--- config.mk ---
export PLATFORM = sky130hd
export DESIGN_NAME = ultrasonic_echo_ranger
export DESIGN_NICKNAME = d
export VERILOG_FILES = /design/src/sv/uer_pkg.sv /design/src/sv/uer_ram.sv /design/src/sv/uer_ctrl.sv /design/src/sv/ultrasonic_echo_ranger.sv
export SDC_FILE = /design/constraint.sdc
export NUM_CORES = 1
export LEC_CHECK = 0
export BUFFER_PORTS_ARGS = -buffer_cell sky130_fd_sc_hd__buf_2
export CORE_MARGIN = 2
export CORE_UTILIZATION = 50
export CTS_BUF_LIST = sky130_fd_sc_hd__clkbuf_4
export DETAILED_ROUTE_END_ITERATION = 12
export PLACE_DENSITY = 0.78
export SYNTH_ARGS = -nofsm -noshare
export SYNTH_HDL_FRONTEND = slang
export SYNTH_SLANG_ARGS = --single-unit
--- constraint.sdc ---
create_clock -name i_clk -period 7 [get_ports i_clk]
set_input_delay 1.05 -clock i_clk [delete_from_list [all_inputs] [get_ports i_clk]]
set_output_delay 1.05 -clock i_clk [all_outputs]
set_load 0.02 [all_outputs]
--- src/sv/uer_pkg.sv ---
// Shared types, codes and reset constants for the ultrasonic echo ranger.
package uer_pkg;

    // Default sizing
    localparam int RING_DEPTH_DEF  = 16;
    localparam int TIMER_WIDTH_DEF = 16;

    // Field and port widths
    localparam int WIDTH_W  = 16;
    localparam int FUNC_W   = 3;
    localparam int MODE_W   = 3;
    localparam int TLEN_W   = 8;
    localparam int CFG_AW   = 2;
    localparam int CFG_DW   = 16;

    // Register reset values
    localparam logic [WIDTH_W-1:0] THRESHOLD_RST = 16'd0;
    localparam logic [WIDTH_W-1:0] MAX_ECHO_RST  = 16'd32768;
    localparam logic [TLEN_W-1:0]  TRIG_LEN_RST  = 8'd10;
    localparam logic [WIDTH_W-1:0] REBOOT_RST    = 16'hFFFF;

    // Saturation point of the trigger pulse tick counter
    localparam logic [TLEN_W-1:0]  TRIG_TICKS_MAX = 8'hFF;

    // Sensor modes
    typedef enum logic [MODE_W-1:0] {
        MD_OFF     = 3'd0,
        MD_IDLE    = 3'd1,
        MD_TRIGGER = 3'd2,
        MD_CAPTURE = 3'd3,
        MD_REBOOT  = 3'd4
    } t_mode;

    // Input function codes
    typedef enum logic [FUNC_W-1:0] {
        FN_TICK       = 3'd0,
        FN_ENABLE     = 3'd1,
        FN_ENABLE_RB  = 3'd2,
        FN_DISABLE    = 3'd3,
        FN_REBOOT     = 3'd4
    } t_func;

    // Configuration register indexes
    typedef enum logic [CFG_AW-1:0] {
        CFG_THRESHOLD = 2'd0,
        CFG_MAX_ECHO  = 2'd1,
        CFG_TRIG_LEN  = 2'd2,
        CFG_REBOOT    = 2'd3
    } t_cfg_idx;

    // Configuration seen by the mode controller
    typedef struct packed {
        logic [WIDTH_W-1:0] max_echo;
        logic [TLEN_W-1:0]  trig_len;
        logic [WIDTH_W-1:0] reboot_delay;
    } t_ctrl_cfg;

    // Per-item status from the mode controller
    typedef struct packed {
        t_mode              mode;
        logic               trig;
        logic               smp_vld;
        logic [WIDTH_W-1:0] smp_width;
    } t_ctrl_stat;

    // Sequencer states
    typedef enum logic [1:0] {
        SQ_IDLE = 2'd0,
        SQ_SCAN = 2'd1,
        SQ_LAST = 2'd2,
        SQ_DONE = 2'd3
    } t_seq;

endpackage

--- src/sv/uer_ram.sv ---
// Generic single-write, single-read RAM with registered read data.
module uer_ram #(
    parameter int WIDTH = 16,
    parameter int DEPTH = 16,
    parameter int AW    = (DEPTH > 1) ? $clog2(DEPTH) : 1
) (
    input  logic             i_clk,
    input  logic             i_we,
    input  logic [AW-1:0]    i_waddr,
    input  logic [WIDTH-1:0] i_wdata,
    input  logic             i_re,
    input  logic [AW-1:0]    i_raddr,
    output logic [WIDTH-1:0] o_rdata
);

    logic [WIDTH-1:0] r_mem [DEPTH];
    logic [WIDTH-1:0] r_rdata;

    always_ff @(posedge i_clk) begin
        if (i_we) begin
            r_mem[i_waddr] <= i_wdata;
        end
        if (i_re) begin
            r_rdata <= r_mem[i_raddr];
        end
    end

    assign o_rdata = r_rdata;

endmodule

--- src/sv/uer_ctrl.sv ---
// Mode, timer, trigger and echo capture controller; one update per transfer.
module uer_ctrl #(
    parameter int RING_DEPTH  = uer_pkg::RING_DEPTH_DEF,
    parameter int TIMER_WIDTH = uer_pkg::TIMER_WIDTH_DEF,
    parameter int SW          = $clog2(RING_DEPTH)
) (
    input  logic                          i_clk,
    input  logic                          i_rst_n,
    input  logic                          i_acc,
    input  logic [uer_pkg::FUNC_W-1:0]    i_func,
    input  logic                          i_echo_level,
    input  uer_pkg::t_ctrl_cfg            i_cfg,
    output uer_pkg::t_ctrl_stat           o_stat,
    output logic                          o_wr_en,
    output logic [SW-1:0]                 o_wr_addr,
    output logic [uer_pkg::WIDTH_W-1:0]   o_wr_data
);

    localparam int TW = TIMER_WIDTH;
    localparam int CW = (TW > uer_pkg::WIDTH_W) ? TW : uer_pkg::WIDTH_W;

    uer_pkg::t_mode                r_mode, n_mode;
    logic [TW-1:0]                 r_timer, n_timer;
    logic [TW-1:0]                 r_cap, n_cap;
    logic [SW-1:0]                 r_slot, n_slot;
    logic                          r_prev, n_prev;
    logic                          r_trig, n_trig;
    logic [uer_pkg::TLEN_W-1:0]    r_tt, n_tt;
    logic                          r_sv, n_sv;
    logic [uer_pkg::WIDTH_W-1:0]   r_sw, n_sw;

    logic [TW-1:0]                 rld_max;
    logic [TW-1:0]                 rld_rbd;
    logic [TW-1:0]                 adv;
    logic [TW-1:0]                 w_raw;
    logic [CW-1:0]                 w_ext;
    logic [CW-1:0]                 max_ext;
    logic [uer_pkg::TLEN_W-1:0]    tt_inc;
    logic                          rise;
    logic                          fall;
    logic                          rec;

    // Reload values kept modulo the timer width
    assign rld_max = TW'(i_cfg.max_echo);
    assign rld_rbd = TW'(i_cfg.reboot_delay);

    // Timer advance with wrap at the reload value
    assign adv = (r_timer >= rld_max) ? '0 : r_timer + 1'b1;

    // Echo width candidate, zero when the timer is not past the start
    assign w_raw   = (adv > r_cap) ? adv - r_cap : '0;
    assign w_ext   = CW'(w_raw);
    assign max_ext = CW'(i_cfg.max_echo);

    assign tt_inc = (r_tt != uer_pkg::TRIG_TICKS_MAX) ? r_tt + 1'b1 : r_tt;
    assign rise   = !r_prev && i_echo_level;
    assign fall   = r_prev && !i_echo_level;

    // Next state for one item
    always_comb begin
        n_mode  = r_mode;
        n_timer = r_timer;
        n_cap   = r_cap;
        n_slot  = r_slot;
        n_prev  = r_prev;
        n_trig  = r_trig;
        n_tt    = r_tt;
        n_sv    = 1'b0;
        n_sw    = '0;
        rec     = 1'b0;
        case (uer_pkg::t_func'(i_func))
            uer_pkg::FN_TICK: begin
                n_prev = i_echo_level;
                if (r_mode == uer_pkg::MD_REBOOT) begin
                    if (r_timer >= rld_rbd) begin
                        n_mode  = uer_pkg::MD_IDLE;
                        n_trig  = 1'b0;
                        n_timer = '0;
                    end else begin
                        n_timer = r_timer + 1'b1;
                    end
                end else if (r_mode != uer_pkg::MD_OFF) begin
                    n_timer = adv;
                    case (r_mode)
                        uer_pkg::MD_IDLE: begin
                            if (adv >= rld_max) begin
                                n_timer = '0;
                                n_mode  = uer_pkg::MD_TRIGGER;
                                n_trig  = 1'b1;
                                n_tt    = '0;
                            end
                        end
                        uer_pkg::MD_TRIGGER: begin
                            if (r_trig) begin
                                n_tt = tt_inc;
                                if (tt_inc >= i_cfg.trig_len) begin
                                    n_trig = 1'b0;
                                end
                            end
                            if (rise) begin
                                n_trig = 1'b0;
                                n_mode = uer_pkg::MD_CAPTURE;
                                n_cap  = adv;
                            end
                        end
                        uer_pkg::MD_CAPTURE: begin
                            if (fall) begin
                                rec    = 1'b1;
                                n_sv   = 1'b1;
                                n_sw   = (w_ext > max_ext) ? '0 : w_ext[uer_pkg::WIDTH_W-1:0];
                                n_mode = uer_pkg::MD_IDLE;
                                n_slot = (r_slot == SW'(RING_DEPTH - 1)) ? '0 : r_slot + 1'b1;
                            end
                        end
                        default: ;
                    endcase
                end
            end
            uer_pkg::FN_ENABLE, uer_pkg::FN_ENABLE_RB: begin
                if (r_mode == uer_pkg::MD_OFF ||
                    (i_func == uer_pkg::FN_ENABLE_RB && r_mode == uer_pkg::MD_REBOOT)) begin
                    n_timer = '0;
                    n_mode  = uer_pkg::MD_IDLE;
                    n_trig  = 1'b0;
                end
            end
            uer_pkg::FN_DISABLE: begin
                if (r_mode != uer_pkg::MD_OFF) begin
                    n_mode = uer_pkg::MD_OFF;
                    n_trig = 1'b0;
                end
            end
            uer_pkg::FN_REBOOT: begin
                if (r_mode != uer_pkg::MD_REBOOT) begin
                    n_timer = '0;
                    n_mode  = uer_pkg::MD_REBOOT;
                    n_trig  = 1'b0;
                end
            end
            default: ;
        endcase
    end

    // State registers, updated on each input transfer
    always_ff @(posedge i_clk) begin
        if (!i_rst_n) begin
            r_mode  <= uer_pkg::MD_OFF;
            r_timer <= '0;
            r_cap   <= '0;
            r_slot  <= '0;
            r_prev  <= 1'b0;
            r_trig  <= 1'b0;
            r_tt    <= '0;
            r_sv    <= 1'b0;
            r_sw    <= '0;
        end else if (i_acc) begin
            r_mode  <= n_mode;
            r_timer <= n_timer;
            r_cap   <= n_cap;
            r_slot  <= n_slot;
            r_prev  <= n_prev;
            r_trig  <= n_trig;
            r_tt    <= n_tt;
            r_sv    <= n_sv;
            r_sw    <= n_sw;
        end
    end

    // Ring write for a recorded width
    assign o_wr_en   = i_acc && rec;
    assign o_wr_addr = r_slot;
    assign o_wr_data = n_sw;

    assign o_stat.mode      = r_mode;
    assign o_stat.trig      = r_trig;
    assign o_stat.smp_vld   = r_sv;
    assign o_stat.smp_width = r_sw;

endmodule

--- src/sv/ultrasonic_echo_ranger.sv ---
// Top level of the ultrasonic echo ranger: config, ring scan and result register.
//
// Usage:
//   Input channel (i_valid / o_stall) carries one item per transfer: i_func selects
//   a microsecond tick (with the sampled i_echo_level) or a command. Output channel
//   (o_valid / i_stall) returns exactly one result per item: near flag, mode,
//   trigger pin level and any echo width recorded by that item.
//   Configuration is written through i_cfg_we / i_cfg_idx / i_cfg_data while the
//   block has no item in flight; writes take effect at once.
// Timing:
//   After an input transfer the echo width ring is scanned through the single read
//   port of its RAM, one entry per cycle; the sequencer then passes through its last
//   and done states, and the result is loaded into the output register from done.
//   The next item is taken once the result has moved into the output register, so
//   a new item is not accepted while one is still in flight.
// Reset:
//   Synchronous, active low. Mode off, timer and capture cleared, and every ring
//   entry reads as zero until written (per-entry valid bits cleared at reset).
// Stall:
//   A stalled result holds steady in the output register; the scan of the next
//   item may not finish into it until the pending result has been transferred.
module ultrasonic_echo_ranger #(
    parameter int RING_DEPTH  = uer_pkg::RING_DEPTH_DEF,
    parameter int TIMER_WIDTH = uer_pkg::TIMER_WIDTH_DEF
) (
    input  logic                          i_clk,
    input  logic                          i_rst_n,
    // input channel
    input  logic                          i_valid,
    output logic                          o_stall,
    input  logic [uer_pkg::FUNC_W-1:0]    i_func,
    input  logic                          i_echo_level,
    // output channel
    output logic                          o_valid,
    input  logic                          i_stall,
    output logic                          o_near_flag,
    output logic [uer_pkg::MODE_W-1:0]    o_sensor_mode,
    output logic                          o_trig_out,
    output logic                          o_sample_valid,
    output logic [uer_pkg::WIDTH_W-1:0]   o_sample_width,
    // configuration
    input  logic                          i_cfg_we,
    input  logic [uer_pkg::CFG_AW-1:0]    i_cfg_idx,
    input  logic [uer_pkg::CFG_DW-1:0]    i_cfg_data
);

    localparam int AW = $clog2(RING_DEPTH);

    // Configuration registers
    logic [uer_pkg::WIDTH_W-1:0]   r_thr;
    logic [uer_pkg::WIDTH_W-1:0]   r_max;
    logic [uer_pkg::TLEN_W-1:0]    r_tlen;
    logic [uer_pkg::WIDTH_W-1:0]   r_rbd;
    uer_pkg::t_ctrl_cfg            ctrl_cfg;

    // Sequencer and scan
    uer_pkg::t_seq                 r_seq, n_seq;
    logic [AW-1:0]                 r_addr;
    logic [AW-1:0]                 r_pidx;
    logic                          r_pend;
    logic                          r_near;
    logic [RING_DEPTH-1:0]         r_vld;
    logic                          in_acc;
    logic                          scan_rd;
    logic                          scan_end;
    logic                          out_free;
    logic                          out_load;
    logic                          hit;
    logic [uer_pkg::WIDTH_W-1:0]   rd_data;
    logic [uer_pkg::WIDTH_W-1:0]   rd_val;

    // Controller interface
    uer_pkg::t_ctrl_stat           stat;
    logic                          wr_en;
    logic [AW-1:0]                 wr_addr;
    logic [uer_pkg::WIDTH_W-1:0]   wr_data;

    // Output register
    logic                          r_oval;
    logic                          r_onear;
    logic [uer_pkg::MODE_W-1:0]    r_omode;
    logic                          r_otrig;
    logic                          r_osv;
    logic [uer_pkg::WIDTH_W-1:0]   r_osw;

    // Configuration writes
    always_ff @(posedge i_clk) begin
        if (!i_rst_n) begin
            r_thr  <= uer_pkg::THRESHOLD_RST;
            r_max  <= uer_pkg::MAX_ECHO_RST;
            r_tlen <= uer_pkg::TRIG_LEN_RST;
            r_rbd  <= uer_pkg::REBOOT_RST;
        end else if (i_cfg_we) begin
            case (uer_pkg::t_cfg_idx'(i_cfg_idx))
                uer_pkg::CFG_THRESHOLD: r_thr  <= i_cfg_data;
                uer_pkg::CFG_MAX_ECHO:  r_max  <= i_cfg_data;
                uer_pkg::CFG_TRIG_LEN:  r_tlen <= i_cfg_data[uer_pkg::TLEN_W-1:0];
                uer_pkg::CFG_REBOOT:    r_rbd  <= i_cfg_data;
                default: ;
            endcase
        end
    end

    assign ctrl_cfg.max_echo     = r_max;
    assign ctrl_cfg.trig_len     = r_tlen;
    assign ctrl_cfg.reboot_delay = r_rbd;

    assign in_acc   = i_valid && !o_stall;
    assign out_free = !r_oval || !i_stall;
    assign scan_end = (r_addr == AW'(RING_DEPTH - 1));

    uer_ctrl #(
        .RING_DEPTH  (RING_DEPTH),
        .TIMER_WIDTH (TIMER_WIDTH),
        .SW          (AW)
    ) u_ctrl (
        .i_clk        (i_clk),
        .i_rst_n      (i_rst_n),
        .i_acc        (in_acc),
        .i_func       (i_func),
        .i_echo_level (i_echo_level),
        .i_cfg        (ctrl_cfg),
        .o_stat       (stat),
        .o_wr_en      (wr_en),
        .o_wr_addr    (wr_addr),
        .o_wr_data    (wr_data)
    );

    uer_ram #(
        .WIDTH (uer_pkg::WIDTH_W),
        .DEPTH (RING_DEPTH),
        .AW    (AW)
    ) u_ring (
        .i_clk   (i_clk),
        .i_we    (wr_en),
        .i_waddr (wr_addr),
        .i_wdata (wr_data),
        .i_re    (scan_rd),
        .i_raddr (r_addr),
        .o_rdata (rd_data)
    );

    // Sequencer next state
    always_comb begin
        n_seq = r_seq;
        case (r_seq)
            uer_pkg::SQ_IDLE: if (in_acc)   n_seq = uer_pkg::SQ_SCAN;
            uer_pkg::SQ_SCAN: if (scan_end) n_seq = uer_pkg::SQ_LAST;
            uer_pkg::SQ_LAST: n_seq = uer_pkg::SQ_DONE;
            uer_pkg::SQ_DONE: if (out_free) n_seq = uer_pkg::SQ_IDLE;
            default: n_seq = uer_pkg::SQ_IDLE;
        endcase
    end

    // Sequencer outputs
    always_comb begin
        o_stall  = 1'b1;
        scan_rd  = 1'b0;
        out_load = 1'b0;
        case (r_seq)
            uer_pkg::SQ_IDLE: o_stall  = 1'b0;
            uer_pkg::SQ_SCAN: scan_rd  = 1'b1;
            uer_pkg::SQ_LAST: ;
            uer_pkg::SQ_DONE: out_load = out_free;
            default: ;
        endcase
    end

    // Unwritten entries read as zero
    assign rd_val = r_vld[r_pidx] ? rd_data : '0;
    assign hit    = (rd_val <= r_thr);

    // Scan address, read tracking and near accumulation
    always_ff @(posedge i_clk) begin
        if (!i_rst_n) begin
            r_seq  <= uer_pkg::SQ_IDLE;
            r_addr <= '0;
            r_pidx <= '0;
            r_pend <= 1'b0;
            r_near <= 1'b0;
        end else begin
            r_seq  <= n_seq;
            r_pend <= scan_rd;
            r_pidx <= r_addr;
            if (in_acc) begin
                r_addr <= '0;
                r_near <= 1'b0;
            end else begin
                if (scan_rd && !scan_end) begin
                    r_addr <= r_addr + 1'b1;
                end
                if (r_pend && hit) begin
                    r_near <= 1'b1;
                end
            end
        end
    end

    // Entry valid bits, set on first write
    always_ff @(posedge i_clk) begin
        if (!i_rst_n) begin
            r_vld <= '0;
        end else if (wr_en) begin
            r_vld[wr_addr] <= 1'b1;
        end
    end

    // Result register
    always_ff @(posedge i_clk) begin
        if (!i_rst_n) begin
            r_oval <= 1'b0;
        end else if (out_load) begin
            r_oval <= 1'b1;
        end else if (!i_stall) begin
            r_oval <= 1'b0;
        end
    end

    always_ff @(posedge i_clk) begin
        if (out_load) begin
            r_onear <= r_near || (stat.mode == uer_pkg::MD_OFF);
            r_omode <= stat.mode;
            r_otrig <= stat.trig;
            r_osv   <= stat.smp_vld;
            r_osw   <= stat.smp_width;
        end
    end

    assign o_valid        = r_oval;
    assign o_near_flag    = r_onear;
    assign o_sensor_mode  = r_omode;
    assign o_trig_out     = r_otrig;
    assign o_sample_valid = r_osv;
    assign o_sample_width = r_osw;

endmodule

==> summary.md <==
| Metric | Value |
|---|---|
| Pin count of the biggest net entering global routing | `85` |
| Worst path arrival time | `7.14 ns` |
| Synth area leader | `edfxtp_1` |
| GR Layer Usage met2 | `39.0%` |
| Worst Reg-to-Reg Cells | `27` |
| Final core occ | `56.8%` |
| Mean Syn Cell Area | `roughly 13 sq um` |
| Mapped Cells | `1,621` |
| Period Utilization, post-route | `93.0%` |
| Setup Viol. Count Final | `0` |
| RR Endpoint | `u_ring.r_mem[6][9]` |
| Most frequent cells in the layout | `edfxtp_1, nand2_1, dfxtp_1, clkbuf_4, ha_1` |
| DRT antenna net count | `0` |
| Final total power | `5.49 mW` |
| HPWL after DPL | `between 30,000 and 40,000 um` |
| Post-synth EDFFs | `294` |
| # rows | `74` |
| Cell area after synthesis | `20,500 sq um` |
| Setup WS pre-CTS | `around 0.38 ns` |
| Initial Util | `50.4%` |
| Met1 Usage GRT | `30.3%` |
| Share of cells above drive strength 1 | `21.9%` |
| First-pass GRT wire length | `75,600 um` |
| Worst reg2reg setup slack | `roughly 0.49 ns` |
| Met3 usage in global routing | `5.43%` |
| Clock network latency to the later pin of the worst-skew pair | `0.83 ns` |
| Bufs and invs on worst path | `2` |
| Synth unique cells | `just under 70` |
| Syn-to-layout area delta | `12.6%` |
| Gr usage total | `23.6%` |
| Worst-margin pin slew | `1.19 ns` |
| Number of global-route vias before repair | `13,700` |
| Die ar. | `42,700 sq um` |
| WL/cell | `20.8 um` |
| Hold buffers post-CTS | `0` |
| DRT iter0 DRCs | `1,166` |
| Drc violations | `0` |
| GRT Max-Usage Layer | `met2` |
| Ys flop type | `edfxtp_1` |
| Hold_ws | `about 0.42 ns` |
| Yosys top cell area share | `43.0%` |
| Max FO, Critical Path | `18` |
| Final hold viol count | `0` |
| Synth top area cells | `edfxtp_1, dfxtp_1, mux4_2` |
| Max incr delay on CP | `0.52 ns` |
| Crit path depth | `27` |
| Sequential area share after synthesis | `57.7%` |
| Status | `completed` |
| Clock Tree Root | `clkbuf_4` |
| Clock Tree Buf Depth | `3` |
| Reg2reg start | `u_ctrl.r_timer[1]` |
| CP startpoint kind | `flip-flop` |
| Final-report max-slew violation count | `0` |
| Num ports | `51` |
| CP required | `7.63 ns` |
| Worst-path clk slew | `0.07 ns` |
| CP max-delay cell | `or4b_1` |
| Fmax | `154 MHz` |
| Synth Warn # | `0` |
| Placer's final routability congestion estimate | `0.970` |
| Chip Height | `207 um` |
| Drt first pass iters | `7` |
| Setup CP Type | `reg -> reg` |
| Crit. Startpoint | `u_ctrl.r_timer[1]` |
| Nets | `1,914` |
| Total gr overflow | `0` |
| DR vias/cell | `5.81` |
| Crit end category | `flip-flop` |
| Initial antenna violation count | `3` |
| Core area | `40,700 sq um` |
| Port buffer count | `50` |
| Num CTS Buffers | `108` |
| Critical path endpoint | `u_ring.r_mem[6][9]` |
| Minimum clock period | `6.51 ns` |
| VDD IR-drop max | `0.000127 V` |
| Commonest non-fill, non-tap cell in the layout | `edfxtp_1` |
| Final WS setup | `0.488 ns` |
| Sum of negative setup slack | `0 ns` |
| Power Dens Cells | `237 nW/um^2` |
| Htree depth | `3` |
| CTS tree | `done` |
| Die X | `approximately 210 um` |
| Maxcap violations | `0` |
| Unrepaired setup endpoints after global routing | `no` |
| Leak | `8.47 nW` |
| Total number of vias | `13,900` |
| Hold Crit Class | `reg -> reg` |
| Clock Sinks | `approximately 450` |
| Final Skew | `0.0831 ns` |
| Post-Syn Nets | `1,765` |
| WL final | `approximately 50,000 um` |
| Slew headroom | `20.0%` |
| Post-synth ARST share | `0%` |
| Synth Register Bits | `about 450` |
| Top cell family by delay on the critical path | `simple AND/OR/NAND/NOR gates` |
-- metal layers --
metal  share of wire, %  wire length, um
met1                 40            19900
met2                 48            24100
met3                8.7             4360
met4                2.9             1460
met5              0.026               13
-- synth_stat cells (2+ instances only) --
| cell | count |
|---|---|
| dfxtp_1 | 151 |
| a21oi_1 | 48 |
| a211oi_2 | 2 |
| nor3b_1 | 2 |
| buf_2 | 2 |
| a31oi_1 | 18 |
| xnor2_1 | 27 |
| or2_2 | 5 |
| nor4_1 | 4 |
| nor3_1 | 18 |
| a22oi_1 | 2 |
| o21ai_0 | 53 |
| or3_1 | 7 |
| nand3_1 | 23 |
| nand2b_1 | 16 |
| a21o_1 | 27 |
| nand2_1 | 185 |
| o21a_1 | 27 |
| a21boi_0 | 53 |
| o21ai_1 | 3 |
| o2111ai_1 | 4 |
| nand3b_1 | 3 |
| mux4_2 | 85 |
| nor2b_1 | 30 |
| o21bai_1 | 4 |
| o211ai_1 | 30 |
| and2_1 | 29 |
| xor2_1 | 13 |
| and3_1 | 14 |
| nor2_2 | 10 |
| a211oi_1 | 8 |
| clkbuf_1 | 66 |
| a41oi_1 | 2 |
| buf_1 | 5 |
| o32a_1 | 2 |
| mux2i_1 | 14 |
| inv_1 | 87 |
| ha_1 | 116 |
| edfxtp_1 | 294 |
| nor2_1 | 85 |
| nand4_1 | 19 |
-- per-stage QoR --
step | std cells | cell area [sq um]
floorplan | 1621 | 20500
global placement | 2192 | 21700
detailed placement | 2192 | 21700
CTS | 2395 | 23100
global route | 2396 | 23100
finish | 2396 | 23100
-- logic make-up after synthesis --
group,after synthesis,share of synthesized area [%]
XOR/XNOR,40,1.70
AND/OR/NAND/NOR,460,10.7
adder cells (fa/ha/maj),117,7.16
AO/OA/AOI/OAI,296,9.68
multiplexers,101,10.1
flip-flops,445,57.7
buffers and inverters,162,3.01
-- cell type report --
class                      count  area, sq um
antenna                        1         2.50
clock buffer                 147         1100
clock inverter                56          299
fill                        3245        17600
inverter                      88          330
multi-input combinational   1014         8150
sequential                   445        11900
tap                          532          666
timing repair buffer         113          736
-- sequential cells by signal, summed over array words and instances (netlist names), 2 cells and up --
| register | count |
|---|---|
| u_ctrl.r_tt | 8 |
| u_ring.o_rdata | 16 |
| u_ctrl.r_mode | 3 |
| r_max | 16 |
| r_thr | 16 |
| u_ctrl.r_timer | 16 |
| r_pidx | 4 |
| r_addr | 4 |
| r_seq | 2 |
| r_tlen | 8 |
| u_ring.r_mem | 256 |
| u_ctrl.r_cap | 16 |
| o_sample_width | 16 |
| o_sensor_mode | 3 |
| r_vld | 16 |
| u_ctrl.r_sw | 16 |
| u_ctrl.o_wr_addr | 4 |
| r_rbd | 16 |
-- power by group --
group          internal [mW]  total [mW]  leakage (nW)  switching, mW
logic                  0.183       0.466          3.78          0.282
clock network           1.07        2.13         0.823           1.06
registers               2.85        2.90          3.87         0.0519
-- timing repair --
| action | 4_1_cts | 5_1_grt |
|---|---|---|
| hold endpoints to repair | 0 | 0 |
| setup buffers | 0 | 0 |
| setup endpoints to repair | 0 | 269 |
| gates resized for setup | 0 | 3 |
-- worst min path at each step --
stage                      from                  to  slack (ns)  cells past startpoint
2_1_floorplan  u_ctrl.r_mode[0]    o_sensor_mode[0]        0.41                      0
3_3_place_gp     u_ctrl.r_sw[6]   o_sample_width[6]        0.41                      0
3_5_place_dp     u_ctrl.r_sw[6]   o_sample_width[6]        0.42                      0
4_1_cts         u_ctrl.r_sw[11]  o_sample_width[11]        0.42                      0
5_1_grt         u_ctrl.r_sw[11]  o_sample_width[11]        0.43                      0
6_report        u_ctrl.r_sw[14]  o_sample_width[14]        0.42                      0
Power figures use the tool's default switching activity.
